`config.mk`:
```
export PLATFORM = sky130hd
export DESIGN_NAME = checksum_frame_parser
export DESIGN_NICKNAME = d
export VERILOG_FILES = /design/src/hdl/cfp_pkg.sv /design/src/hdl/checksum_frame_parser.sv /design/src/hdl/cfp_front.sv /design/src/hdl/cfp_queue.sv /design/src/hdl/cfp_back.sv
export SDC_FILE = /design/constraint.sdc
export NUM_CORES = 1
export LEC_CHECK = 0
export BUFFER_PORTS_ARGS = -buffer_cell sky130_fd_sc_hd__buf_2
export CAP_MARGIN = 0
export CORE_UTILIZATION = 30
export CTS_BUF_LIST = sky130_fd_sc_hd__clkbuf_4
export DETAILED_ROUTE_END_ITERATION = 7
export PLACE_DENSITY = 0.53
export SLEW_MARGIN = 0
export SYNTH_ARGS = -nofsm -noshare
export SYNTH_HDL_FRONTEND = slang
export SYNTH_SLANG_ARGS = --single-unit
```
`constraint.sdc`:
```
create_clock -name clock -period 6.9 [get_ports clock]
set_clock_uncertainty 0.05 [all_clocks]
set_input_delay 1.38 -clock clock [delete_from_list [all_inputs] [get_ports clock]]
set_output_delay 1.38 -clock clock [all_outputs]
set_load 0.1 [all_outputs]
```
`src/hdl/cfp_pkg.sv`:
```
// ----------------------------------------------------------------------------
// cfp_pkg - shared types and constants of the checksum frame parser
// Status codes, register indexes, frame descriptor, store write and result
// beat structures used by the front, the descriptor queue and the back.
// ----------------------------------------------------------------------------
package cfp_pkg;

   localparam int PAYLOAD_DEPTH   = 32;
   localparam int RESULT_LIMIT    = 32;
   localparam int MIN_FRAME_BYTES = 7;
   localparam int PAYLOAD_AW      = (PAYLOAD_DEPTH > 1) ? $clog2(PAYLOAD_DEPTH) : 1;
   localparam int STORE_AW        = PAYLOAD_AW + 1;
   localparam int STORE_DEPTH     = 2 ** STORE_AW;
   localparam int LEN_CAP         = (PAYLOAD_DEPTH < RESULT_LIMIT) ? PAYLOAD_DEPTH
                                                                   : RESULT_LIMIT;
   localparam int POS_W           = 9;
   localparam logic [POS_W-1:0] POS_MAX = 9'd511;
   localparam int DESC_DEPTH      = 2;
   localparam int DESC_AW         = $clog2(DESC_DEPTH);
   localparam int OUT_DEPTH       = 4;
   localparam int OUT_AW          = $clog2(OUT_DEPTH);

   typedef enum logic [2:0] {
      STATUS_OK         = 3'd0,
      STATUS_SHORT      = 3'd1,
      STATUS_HEADER     = 3'd2,
      STATUS_LENGTH     = 3'd3,
      STATUS_INCOMPLETE = 3'd4,
      STATUS_TAIL       = 3'd5,
      STATUS_CHECKSUM   = 3'd6
   } status_type;

   typedef enum logic [2:0] {
      REG_HEADER_FIRST   = 3'd0,
      REG_HEADER_SECOND  = 3'd1,
      REG_TRAILER_FIRST  = 3'd2,
      REG_TRAILER_SECOND = 3'd3,
      REG_MAX_LENGTH     = 3'd4
   } reg_index_type;

   typedef struct packed {
      logic [7:0] header_first;
      logic [7:0] header_second;
      logic [7:0] trailer_first;
      logic [7:0] trailer_second;
      logic [6:0] max_payload_length;
   } cfg_type;

   typedef struct packed {
      status_type status;
      logic [7:0] command;
      logic [6:0] length;
      logic       bank;
   } desc_type;

   typedef struct packed {
      logic                en;
      logic [STORE_AW-1:0] addr;
      logic [7:0]          data;
   } store_wr_type;

   typedef struct packed {
      status_type status;
      logic [7:0] command;
      logic [6:0] payload_length;
      logic [7:0] payload_byte;
      logic       payload_valid;
      logic       last_result;
   } result_type;

endpackage

```
`src/hdl/checksum_frame_parser.sv`:
```
// ----------------------------------------------------------------------------
// checksum_frame_parser - header / length / checksum / tail frame parser
// Takes the bytes of a received buffer, checks header, length limit,
// completeness, tail and additive checksum, and returns a status beat or
// the payload bytes of a good frame.
// ----------------------------------------------------------------------------
//
//  channel   handshake             payload
//  -------   -------------------   ---------------------------------------
//  request   push / full           req_rx_byte, req_end_of_buffer
//  response  pop / empty           rsp_status, rsp_command,
//                                  rsp_payload_length, rsp_payload_byte,
//                                  rsp_payload_valid, rsp_last_result
//  csr       psel/penable/pwrite   paddr, pwdata, prdata, pready (always 1)
//
//  - one request beat per cycle; full rises only while both descriptor
//    queue entries (and so both payload store banks) are held by frames
//    that still have results to deliver
//  - the back issues one result per cycle through the registered store
//    read while the output queue has room; the first result reaches the
//    response ports via the descriptor queue, read stage and output queue
//  - reset clears all control state; the payload store has no reset and
//    needs no clearing pass
//  - a stalled response side fills the four-beat output queue, then the
//    back holds its descriptor; the front takes bytes until full rises
//
module checksum_frame_parser (
   input  logic        clock,
   input  logic        reset,
   // request channel
   input  logic        push,
   output logic        full,
   input  logic [7:0]  req_rx_byte,
   input  logic        req_end_of_buffer,
   // response channel
   input  logic        pop,
   output logic        empty,
   output logic [2:0]  rsp_status,
   output logic [7:0]  rsp_command,
   output logic [6:0]  rsp_payload_length,
   output logic [7:0]  rsp_payload_byte,
   output logic        rsp_payload_valid,
   output logic        rsp_last_result,
   // configuration port
   input  logic        psel,
   input  logic        penable,
   input  logic        pwrite,
   input  logic [4:0]  paddr,
   input  logic [31:0] pwdata,
   output logic [31:0] prdata,
   output logic        pready
);
   import cfp_pkg::*;

   // config registers
   logic [7:0] header_first_ff;
   logic [7:0] header_second_ff;
   logic [7:0] trailer_first_ff;
   logic [7:0] trailer_second_ff;
   logic [6:0] max_len_ff;

   logic          csr_write;
   reg_index_type csr_index;
   cfg_type       cfg;

   logic          beat_accept;
   logic          desc_push;
   desc_type      desc;
   desc_type      head;
   logic          desc_full;
   logic          desc_empty;
   logic          desc_pop;
   store_wr_type  store_wr;
   result_type    result;

   assign pready    = 1'b1;
   assign csr_write = psel && penable && pwrite && pready;
   assign csr_index = reg_index_type'(paddr[4:2]);

   always_ff @(posedge clock) begin
      if (reset) begin
         header_first_ff   <= '0;
         header_second_ff  <= '0;
         trailer_first_ff  <= '0;
         trailer_second_ff <= '0;
         max_len_ff        <= 7'd32;
      end else if (csr_write) begin
         case (csr_index)
            REG_HEADER_FIRST:   header_first_ff   <= pwdata[7:0];
            REG_HEADER_SECOND:  header_second_ff  <= pwdata[7:0];
            REG_TRAILER_FIRST:  trailer_first_ff  <= pwdata[7:0];
            REG_TRAILER_SECOND: trailer_second_ff <= pwdata[7:0];
            REG_MAX_LENGTH:     max_len_ff        <= pwdata[6:0];
            default:            ; // unmapped address, write dropped
         endcase
      end
   end

   // register readback
   always_comb begin
      case (csr_index)
         REG_HEADER_FIRST:   prdata = {24'd0, header_first_ff};
         REG_HEADER_SECOND:  prdata = {24'd0, header_second_ff};
         REG_TRAILER_FIRST:  prdata = {24'd0, trailer_first_ff};
         REG_TRAILER_SECOND: prdata = {24'd0, trailer_second_ff};
         REG_MAX_LENGTH:     prdata = {25'd0, max_len_ff};
         default:            prdata = 32'd0;
      endcase
   end

   assign cfg.header_first       = header_first_ff;
   assign cfg.header_second      = header_second_ff;
   assign cfg.trailer_first      = trailer_first_ff;
   assign cfg.trailer_second     = trailer_second_ff;
   assign cfg.max_payload_length = max_len_ff;

   // request side stalls only when no store bank is free
   assign full        = desc_full;
   assign beat_accept = push && !full;

   cfp_front u_front (
      .clock         (clock),
      .reset         (reset),
      .cfg           (cfg),
      .beat_accept   (beat_accept),
      .rx_byte       (req_rx_byte),
      .end_of_buffer (req_end_of_buffer),
      .desc_push     (desc_push),
      .desc          (desc),
      .store_wr      (store_wr)
   );

   cfp_queue u_queue (
      .clock     (clock),
      .reset     (reset),
      .push      (desc_push),
      .push_desc (desc),
      .full      (desc_full),
      .empty     (desc_empty),
      .head      (head),
      .pop       (desc_pop)
   );

   cfp_back u_back (
      .clock      (clock),
      .reset      (reset),
      .store_wr   (store_wr),
      .desc_empty (desc_empty),
      .head       (head),
      .desc_pop   (desc_pop),
      .pop        (pop),
      .empty      (empty),
      .result     (result)
   );

   // response fields straight from the output queue head
   assign rsp_status         = result.status;
   assign rsp_command        = result.command;
   assign rsp_payload_length = result.payload_length;
   assign rsp_payload_byte   = result.payload_byte;
   assign rsp_payload_valid  = result.payload_valid;
   assign rsp_last_result    = result.last_result;

endmodule

```
`src/hdl/cfp_front.sv`:
```
// ----------------------------------------------------------------------------
// cfp_front - byte front end of the checksum frame parser
// Tracks position, header, command, length, sums and tail of the current
// buffer, writes payload bytes to the store and issues one descriptor per
// buffer.
// ----------------------------------------------------------------------------
module cfp_front (
   input  logic                  clock,
   input  logic                  reset,
   input  cfp_pkg::cfg_type      cfg,
   input  logic                  beat_accept,
   input  logic [7:0]            rx_byte,
   input  logic                  end_of_buffer,
   output logic                  desc_push,
   output cfp_pkg::desc_type     desc,
   output cfp_pkg::store_wr_type store_wr
);
   import cfp_pkg::*;

   logic [POS_W-1:0] pos_ff, pos_in;
   logic             hdr_ok_ff, hdr_ok_in;
   logic [7:0]       cmd_ff, cmd_in;
   logic [7:0]       len_ff, len_in;
   logic [7:0]       sum_ff, sum_in;
   logic [7:0]       rsum_ff, rsum_in;
   logic [1:0]       tail_ff, tail_in;
   logic             bank_ff;

   logic [7:0] len_cur;
   logic [9:0] p_ext;
   logic [9:0] len_ext;
   logic [9:0] pay_idx;
   logic       in_payload;
   logic [6:0] limit;
   status_type status;

   always_comb begin
      len_cur   = (pos_ff == 9'd3) ? rx_byte : len_ff;
      p_ext     = {1'b0, pos_ff};
      len_ext   = {2'b00, len_cur};
      pay_idx   = p_ext - 10'd4;
      hdr_ok_in = hdr_ok_ff;
      cmd_in    = cmd_ff;
      len_in    = len_ff;
      sum_in    = sum_ff;
      rsum_in   = rsum_ff;
      tail_in   = tail_ff;
      in_payload = 1'b0;

      if (pos_ff == 9'd0) begin
         hdr_ok_in = (rx_byte == cfg.header_first);
      end else if (pos_ff == 9'd1) begin
         hdr_ok_in = hdr_ok_ff && (rx_byte == cfg.header_second);
      end else if (pos_ff == 9'd2) begin
         cmd_in = rx_byte;
      end else if (pos_ff == 9'd3) begin
         len_in = rx_byte;
      end

      // header, command, length and payload all feed the checksum
      if (p_ext < 10'd4) begin
         sum_in = sum_ff + rx_byte;
      end else if (p_ext < 10'd4 + len_ext) begin
         sum_in     = sum_ff + rx_byte;
         in_payload = 1'b1;
      end else if (p_ext == 10'd4 + len_ext) begin
         rsum_in = rx_byte;
      end else if (p_ext == 10'd5 + len_ext) begin
         if (rx_byte == cfg.trailer_first) begin
            tail_in[0] = 1'b1;
         end
      end else if (p_ext == 10'd6 + len_ext) begin
         if (rx_byte == cfg.trailer_second) begin
            tail_in[1] = 1'b1;
         end
      end

      pos_in = (pos_ff < POS_MAX) ? pos_ff + 9'd1 : pos_ff;

      limit = (cfg.max_payload_length > 7'(LEN_CAP)) ? 7'(LEN_CAP)
                                                     : cfg.max_payload_length;

      if (pos_in < 9'(MIN_FRAME_BYTES)) begin
         status = STATUS_SHORT;
      end else if (!hdr_ok_in) begin
         status = STATUS_HEADER;
      end else if (len_cur > {1'b0, limit}) begin
         status = STATUS_LENGTH;
      end else if ({1'b0, pos_in} < 10'(MIN_FRAME_BYTES) + len_ext) begin
         status = STATUS_INCOMPLETE;
      end else if (tail_in != 2'b11) begin
         status = STATUS_TAIL;
      end else if (sum_in != rsum_in) begin
         status = STATUS_CHECKSUM;
      end else begin
         status = STATUS_OK;
      end

      desc_push    = beat_accept && end_of_buffer;
      desc.status  = status;
      desc.command = (status == STATUS_OK) ? cmd_in : 8'd0;
      desc.length  = (status == STATUS_OK) ? len_cur[6:0] : 7'd0;
      desc.bank    = bank_ff;

      store_wr.en   = beat_accept && in_payload && (pay_idx < 10'(PAYLOAD_DEPTH));
      store_wr.addr = {bank_ff, pay_idx[PAYLOAD_AW-1:0]};
      store_wr.data = rx_byte;
   end

   always_ff @(posedge clock) begin
      if (reset) begin
         pos_ff    <= '0;
         hdr_ok_ff <= 1'b0;
         cmd_ff    <= '0;
         len_ff    <= '0;
         sum_ff    <= '0;
         rsum_ff   <= '0;
         tail_ff   <= '0;
         bank_ff   <= 1'b0;
      end else if (beat_accept) begin
         if (end_of_buffer) begin
            pos_ff    <= '0;
            hdr_ok_ff <= 1'b0;
            cmd_ff    <= '0;
            len_ff    <= '0;
            sum_ff    <= '0;
            rsum_ff   <= '0;
            tail_ff   <= '0;
            bank_ff   <= ~bank_ff;
         end else begin
            pos_ff    <= pos_in;
            hdr_ok_ff <= hdr_ok_in;
            cmd_ff    <= cmd_in;
            len_ff    <= len_in;
            sum_ff    <= sum_in;
            rsum_ff   <= rsum_in;
            tail_ff   <= tail_in;
         end
      end
   end

endmodule

```
`src/hdl/cfp_queue.sv`:
```
// ----------------------------------------------------------------------------
// cfp_queue - frame descriptor queue
// Short queue between front and back; an entry stays until the back has
// issued the last result of its frame, so the entry count is the number of
// store banks held.
// ----------------------------------------------------------------------------
module cfp_queue (
   input  logic               clock,
   input  logic               reset,
   input  logic               push,
   input  cfp_pkg::desc_type  push_desc,
   output logic               full,
   output logic               empty,
   output cfp_pkg::desc_type  head,
   input  logic               pop
);
   import cfp_pkg::*;

   desc_type           entry_ff [DESC_DEPTH];
   logic [DESC_AW-1:0] wr_ptr_ff;
   logic [DESC_AW-1:0] rd_ptr_ff;
   logic [DESC_AW:0]   count_ff;
   logic               do_push;
   logic               do_pop;

   assign full    = (count_ff == (DESC_AW+1)'(DESC_DEPTH));
   assign empty   = (count_ff == '0);
   assign head    = entry_ff[rd_ptr_ff];
   assign do_push = push && !full;
   assign do_pop  = pop && !empty;

   always_ff @(posedge clock) begin
      if (do_push) begin
         entry_ff[wr_ptr_ff] <= push_desc;
      end
   end

   always_ff @(posedge clock) begin
      if (reset) begin
         wr_ptr_ff <= '0;
         rd_ptr_ff <= '0;
         count_ff  <= '0;
      end else begin
         if (do_push) begin
            wr_ptr_ff <= (wr_ptr_ff == DESC_AW'(DESC_DEPTH - 1)) ? '0 : wr_ptr_ff + 1'b1;
         end
         if (do_pop) begin
            rd_ptr_ff <= (rd_ptr_ff == DESC_AW'(DESC_DEPTH - 1)) ? '0 : rd_ptr_ff + 1'b1;
         end
         case ({do_push, do_pop})
            2'b10:   count_ff <= count_ff + 1'b1;
            2'b01:   count_ff <= count_ff - 1'b1;
            default: count_ff <= count_ff;
         endcase
      end
   end

endmodule

```
`src/hdl/cfp_back.sv`:
```
// ----------------------------------------------------------------------------
// cfp_back - result back end of the checksum frame parser
// Holds the two-bank payload store, walks the head descriptor one result
// per cycle, while the output queue has room, through a registered store
// read and buffers result beats in a small output queue.
// ----------------------------------------------------------------------------
module cfp_back (
   input  logic                  clock,
   input  logic                  reset,
   input  cfp_pkg::store_wr_type store_wr,
   input  logic                  desc_empty,
   input  cfp_pkg::desc_type     head,
   output logic                  desc_pop,
   input  logic                  pop,
   output logic                  empty,
   output cfp_pkg::result_type   result
);
   import cfp_pkg::*;

   logic [7:0]    store_mem [STORE_DEPTH];
   logic [7:0]    rd_data_ff;

   logic [6:0]    idx_ff, idx_in;
   logic          p1_valid_ff;
   result_type    p1_meta_ff;
   result_type    meta;
   result_type    push_res;

   result_type    out_ff [OUT_DEPTH];
   logic [OUT_AW-1:0] owr_ptr_ff;
   logic [OUT_AW-1:0] ord_ptr_ff;
   logic [OUT_AW:0]   ocount_ff;

   logic          single;
   logic          last_beat;
   logic          issue;
   logic          out_pop;
   logic [STORE_AW-1:0] rd_addr;

   always_comb begin
      single    = (head.status != STATUS_OK) || (head.length == 7'd0);
      last_beat = single || (idx_ff + 7'd1 == head.length);
      // credit: buffered beats plus the one in the read stage
      issue     = !desc_empty &&
                  (({1'b0, ocount_ff} + {{(OUT_AW+1){1'b0}}, p1_valid_ff}) <
                   (OUT_AW+2)'(OUT_DEPTH));
      desc_pop  = issue && last_beat;
      idx_in    = issue ? (last_beat ? 7'd0 : idx_ff + 7'd1) : idx_ff;
      rd_addr   = {head.bank, idx_ff[PAYLOAD_AW-1:0]};

      meta.status         = head.status;
      meta.command        = head.command;
      meta.payload_length = head.length;
      meta.payload_byte   = 8'd0;
      meta.payload_valid  = !single;
      meta.last_result    = last_beat;

      push_res              = p1_meta_ff;
      push_res.payload_byte = p1_meta_ff.payload_valid ? rd_data_ff : 8'd0;

      empty   = (ocount_ff == '0);
      out_pop = pop && !empty;
      result  = out_ff[ord_ptr_ff];
   end

   // payload store: front writes the free bank, back reads the held one
   always_ff @(posedge clock) begin
      if (store_wr.en) begin
         store_mem[store_wr.addr] <= store_wr.data;
      end
      if (issue) begin
         rd_data_ff <= store_mem[rd_addr];
      end
   end

   always_ff @(posedge clock) begin
      if (issue) begin
         p1_meta_ff <= meta;
      end
      if (p1_valid_ff) begin
         out_ff[owr_ptr_ff] <= push_res;
      end
   end

   always_ff @(posedge clock) begin
      if (reset) begin
         idx_ff      <= '0;
         p1_valid_ff <= 1'b0;
         owr_ptr_ff  <= '0;
         ord_ptr_ff  <= '0;
         ocount_ff   <= '0;
      end else begin
         idx_ff      <= idx_in;
         p1_valid_ff <= issue;
         if (p1_valid_ff) begin
            owr_ptr_ff <= owr_ptr_ff + 1'b1;
         end
         if (out_pop) begin
            ord_ptr_ff <= ord_ptr_ff + 1'b1;
         end
         case ({p1_valid_ff, out_pop})
            2'b10:   ocount_ff <= ocount_ff + 1'b1;
            2'b01:   ocount_ff <= ocount_ff - 1'b1;
            default: ocount_ff <= ocount_ff;
         endcase
      end
   end

endmodule

```
==> results.sh <==
export IMPL_tns_ns=0
export IMPL_ir_worst_vdd_mv=0.250
export IMPL_synth_cell_types=81
export IMPL_hold_viol=0
export IMPL_cp_arrival_ns=6.72
export IMPL_numCtsBuffers=203
export IMPL_dieWidth_um=339
export IMPL_fin_util_pct=34.5
export IMPL_htreeDepth=4
export IMPL_post_cts_resized=0
export IMPL_die_h_um=339
export IMPL_routed_via_count=19260
export IMPL_avgSynthCellArea_um2=16.5
export IMPL_r2r_end="u_queue.entry_ff[1][12]$_DFFE_PP_"
export IMPL_clkSlewWorstSetupHoldPaths_ns=0.07
export IMPL_start_util_pct=30.3
export IMPL_stdcell_area_mm2=0.0388
export IMPL_grt_use_total_pct=14.5
export IMPL_dp_hpwl_mm=53.1
export IMPL_min_from="u_front.tail_ff[0]$_SDFFE_PP0P_"
export IMPL_worst_pin_slew_ns=1.22
export IMPL_setup_violations=0
export IMPL_rsz0062_at_grt="false"
export IMPL_worst_setup_path_type="reg2reg"
export IMPL_clockBufferDepth=3
export IMPL_fmax_mhz=166
export IMPL_crit_path_start_kind="flop"
export IMPL_cts_root_buf="clkbuf_4"
export IMPL_slew_headroom_pct=17.5
export IMPL_maxSlewViolCount=0
export IMPL_total_power_mw=11.2
export IMPL_grt_max_degree=74
export IMPL_drcViolationCount=0
export IMPL_coreArea_mm2=0.113
export IMPL_final_layout_size_suffix_gt1_share_pct=28.1
export IMPL_ant_nets=0
export IMPL_hold_class="reg2reg"
export IMPL_grt_pass1_vias=19811
export IMPL_drtIter0Drc=1550
export IMPL_ys_ff_latch=796
export IMPL_synth_edf_count=690
export IMPL_antenna_found_initial=2
export IMPL_place_area_mm2=0.0362
export IMPL_powerDensity_mw_per_mm2=287
export IMPL_synthFlopType="edfxtp_1"
export IMPL_grt_overflow=0
export IMPL_syn_area_mm2=0.0342
export IMPL_clk_latency_ns=1.05
export IMPL_vias_per_cell=4.89
export IMPL_cts_tree="done"
export IMPL_fin_crit_sh_pct=87.3
export IMPL_post_drt_wl_per_cell_um=21.5
export IMPL_status="finished, final reports clean"
export IMPL_post_cts_repair_setup_buffers=0
export IMPL_finalCriticalPeriod_ns=6.03
export IMPL_yosysSeqAreaShare_pct=66.9
export IMPL_gp_congestion=0.846
export IMPL_io_pins=116
export IMPL_hold_path_depth=1
export IMPL_min_to="u_front.tail_ff[0]$_SDFFE_PP0P_"
export IMPL_grt_pass1_wl_mm=125
export IMPL_dieArea_mm2=0.115
export IMPL_yosysWarnings=0
export IMPL_p_leak_nw=12.5
export IMPL_postCtsHoldBufs=0
export IMPL_first_pass_iters=5
export IMPL_wirelength_mm=84.5
export IMPL_required_ns=7.60
export IMPL_synthArstFlopShare_pct=0
export IMPL_cp_end_kind="flop"
export IMPL_clock_sinks=796
export IMPL_cap_violations=0
export IMPL_reg2reg_depth=16
export IMPL_portBuffers=64
export IMPL_path_max_fanout=14
export IMPL_syn2layout_area_growth_pct=13.7
export IMPL_fin_nets=2382
export IMPL_syn_inst=2071
export IMPL_reg2reg_from="u_front.pos_ff[0]$_SDFFE_PP0P_"
export IMPL_rrSetupSlack_ns=0.87
export IMPL_rows=123
==> layout by cell type (no fill, tap or decap), types with 17 or more instances in the layout <==
cell / instances
o21ai_0: 28
nor2_1: 205
nand4_1: 20
ha_1: 48
edfxtp_1: 690
and2_1: 19
xnor2_1: 59
a22oi_1: 56
mux2_2: 20
dfxtp_1: 101
buf_4: 61
inv_1: 40
nor4_1: 17
clkbuf_4: 294
conb_1: 26
mux4_2: 198
nor3_1: 23
xor2_1: 45
nand3_1: 27
a21oi_1: 44
buf_2: 57
nand2_1: 71
mux2i_1: 53
clkinv_1: 48
==> worst max-delay path, cell delays in order, from the launching register on <==
cell       delay [ns]
dfxtp_1          0.52
ha_1             0.38
nand3b_1         0.38
nor2_8           0.36
mux2i_1          0.22
buf_4            0.17
inv_1            0.11
ha_1             0.31
ha_1             0.28
nand3_1          0.11
a21o_1           0.20
and3_1           0.18
or2_2            0.41
nor4_1           0.44
a31oi_1          0.29
or3_1            0.69
a2111oi_1        0.62
==> worst max-delay path by stage <==
stage	endpoint	slack, ns	from	depth (start not counted)
2_1_floorplan	u_queue.entry_ff[0][18]$_DFFE_PP_	1.37	req_rx_byte[3]	21
3_3_place_gp	u_queue.entry_ff[0][10]$_DFFE_PP_	0.70	req_rx_byte[4]	17
3_5_place_dp	u_queue.entry_ff[1][12]$_DFFE_PP_	0.78	req_rx_byte[4]	17
4_1_cts	u_queue.entry_ff[1][12]$_DFFE_PP_	0.93	u_front.pos_ff[0]$_SDFFE_PP0P_	16
5_1_grt	u_queue.entry_ff[1][12]$_DFFE_PP_	0.47	u_front.pos_ff[0]$_SDFFE_PP0P_	18
6_report	u_queue.entry_ff[1][12]$_DFFE_PP_	0.87	u_front.pos_ff[0]$_SDFFE_PP0P_	16
==> cells by family (layout without fill, tap and decap cells) <==
kind of cell	Yosys count	count (layout)	share of synthesized area, %
xor gates and xnor gates	104	104	2.67
buffers and inverters	181	520	2.40
and+or+nand+nor	448	448	6.33
AOI/OAI and AO/OA	218	218	4.52
adders and majority gates	50	50	1.88
DFF	796	796	66.9
other	2	31	0.0220
muxes	272	272	15.3
==> metrics by stage <==
stage	hold slack (ns)	worst slack, ns	cells
floorplan	0.391	1.37	2095
global placement	0.410	0.702	3574
detailed placement	0.413	0.778	3574
CTS	0.426	0.931	3934
global route	0.442	0.466	3939
finish	0.422	0.874	3939
==> sequential cells by signal, summed over array words and instances (netlist names), 3 cells and up, named ones only <==
name               flops
u_back.store_mem     512
u_back.out_ff        112
u_queue.entry_ff      38
u_back.p1_meta_ff     20
u_front.pos_ff         9
header_first_ff        8
header_second_ff       8
trailer_first_ff       8
trailer_second_ff      8
u_back.rd_data_ff      8
u_front.cmd_ff         8
u_front.len_ff         8
u_front.rsum_ff        8
u_front.sum_ff         8
max_len_ff             7
u_back.idx_ff          7
u_back.ocount_ff       3
==> layout make-up <==
cell class              count  area (µm²)
well taps                1500        1880
fillers                 10830       73800
multi-input cells        1118       10600
clock inverters            66         364
inverters                  42         163
repair buffers            118         743
diodes                      5        12.5
flip-flops and latches    796       22900
clock buffers             294        2210
==> cell usage after synthesis (28+ instances only) <==
cell type	number	area [µm²]
a21oi_1	44	220
xor2_1	45	394
a22oi_1	56	420
o21ai_0	28	140
ha_1	48	601
xnor2_1	59	517
dfxtp_1	106	2120
mux2i_1	53	531
edfxtp_1	690	20700
mux4_2	198	4460
clkbuf_1	83	312
inv_1	40	150
nand2_1	71	267
nor2_1	205	769
==> layer usage <==
metal	GRT usage, %	vias up	routed length [µm]
met5	0	-	0
met4	5.62	0	2100
met3	2.78	121	4090
met2	23.7	546	41400
met1	19.1	9931	36900
li1	-	8662	-
==> power by group <==
part / internal [mW] / switching, mW
combinational: 0.368 / 1.20
clock: 2.01 / 1.91
sequential: 5.52 / 0.152
total: 7.90 / 3.26
No activity file was read; power rests on OpenSTA's default activity.
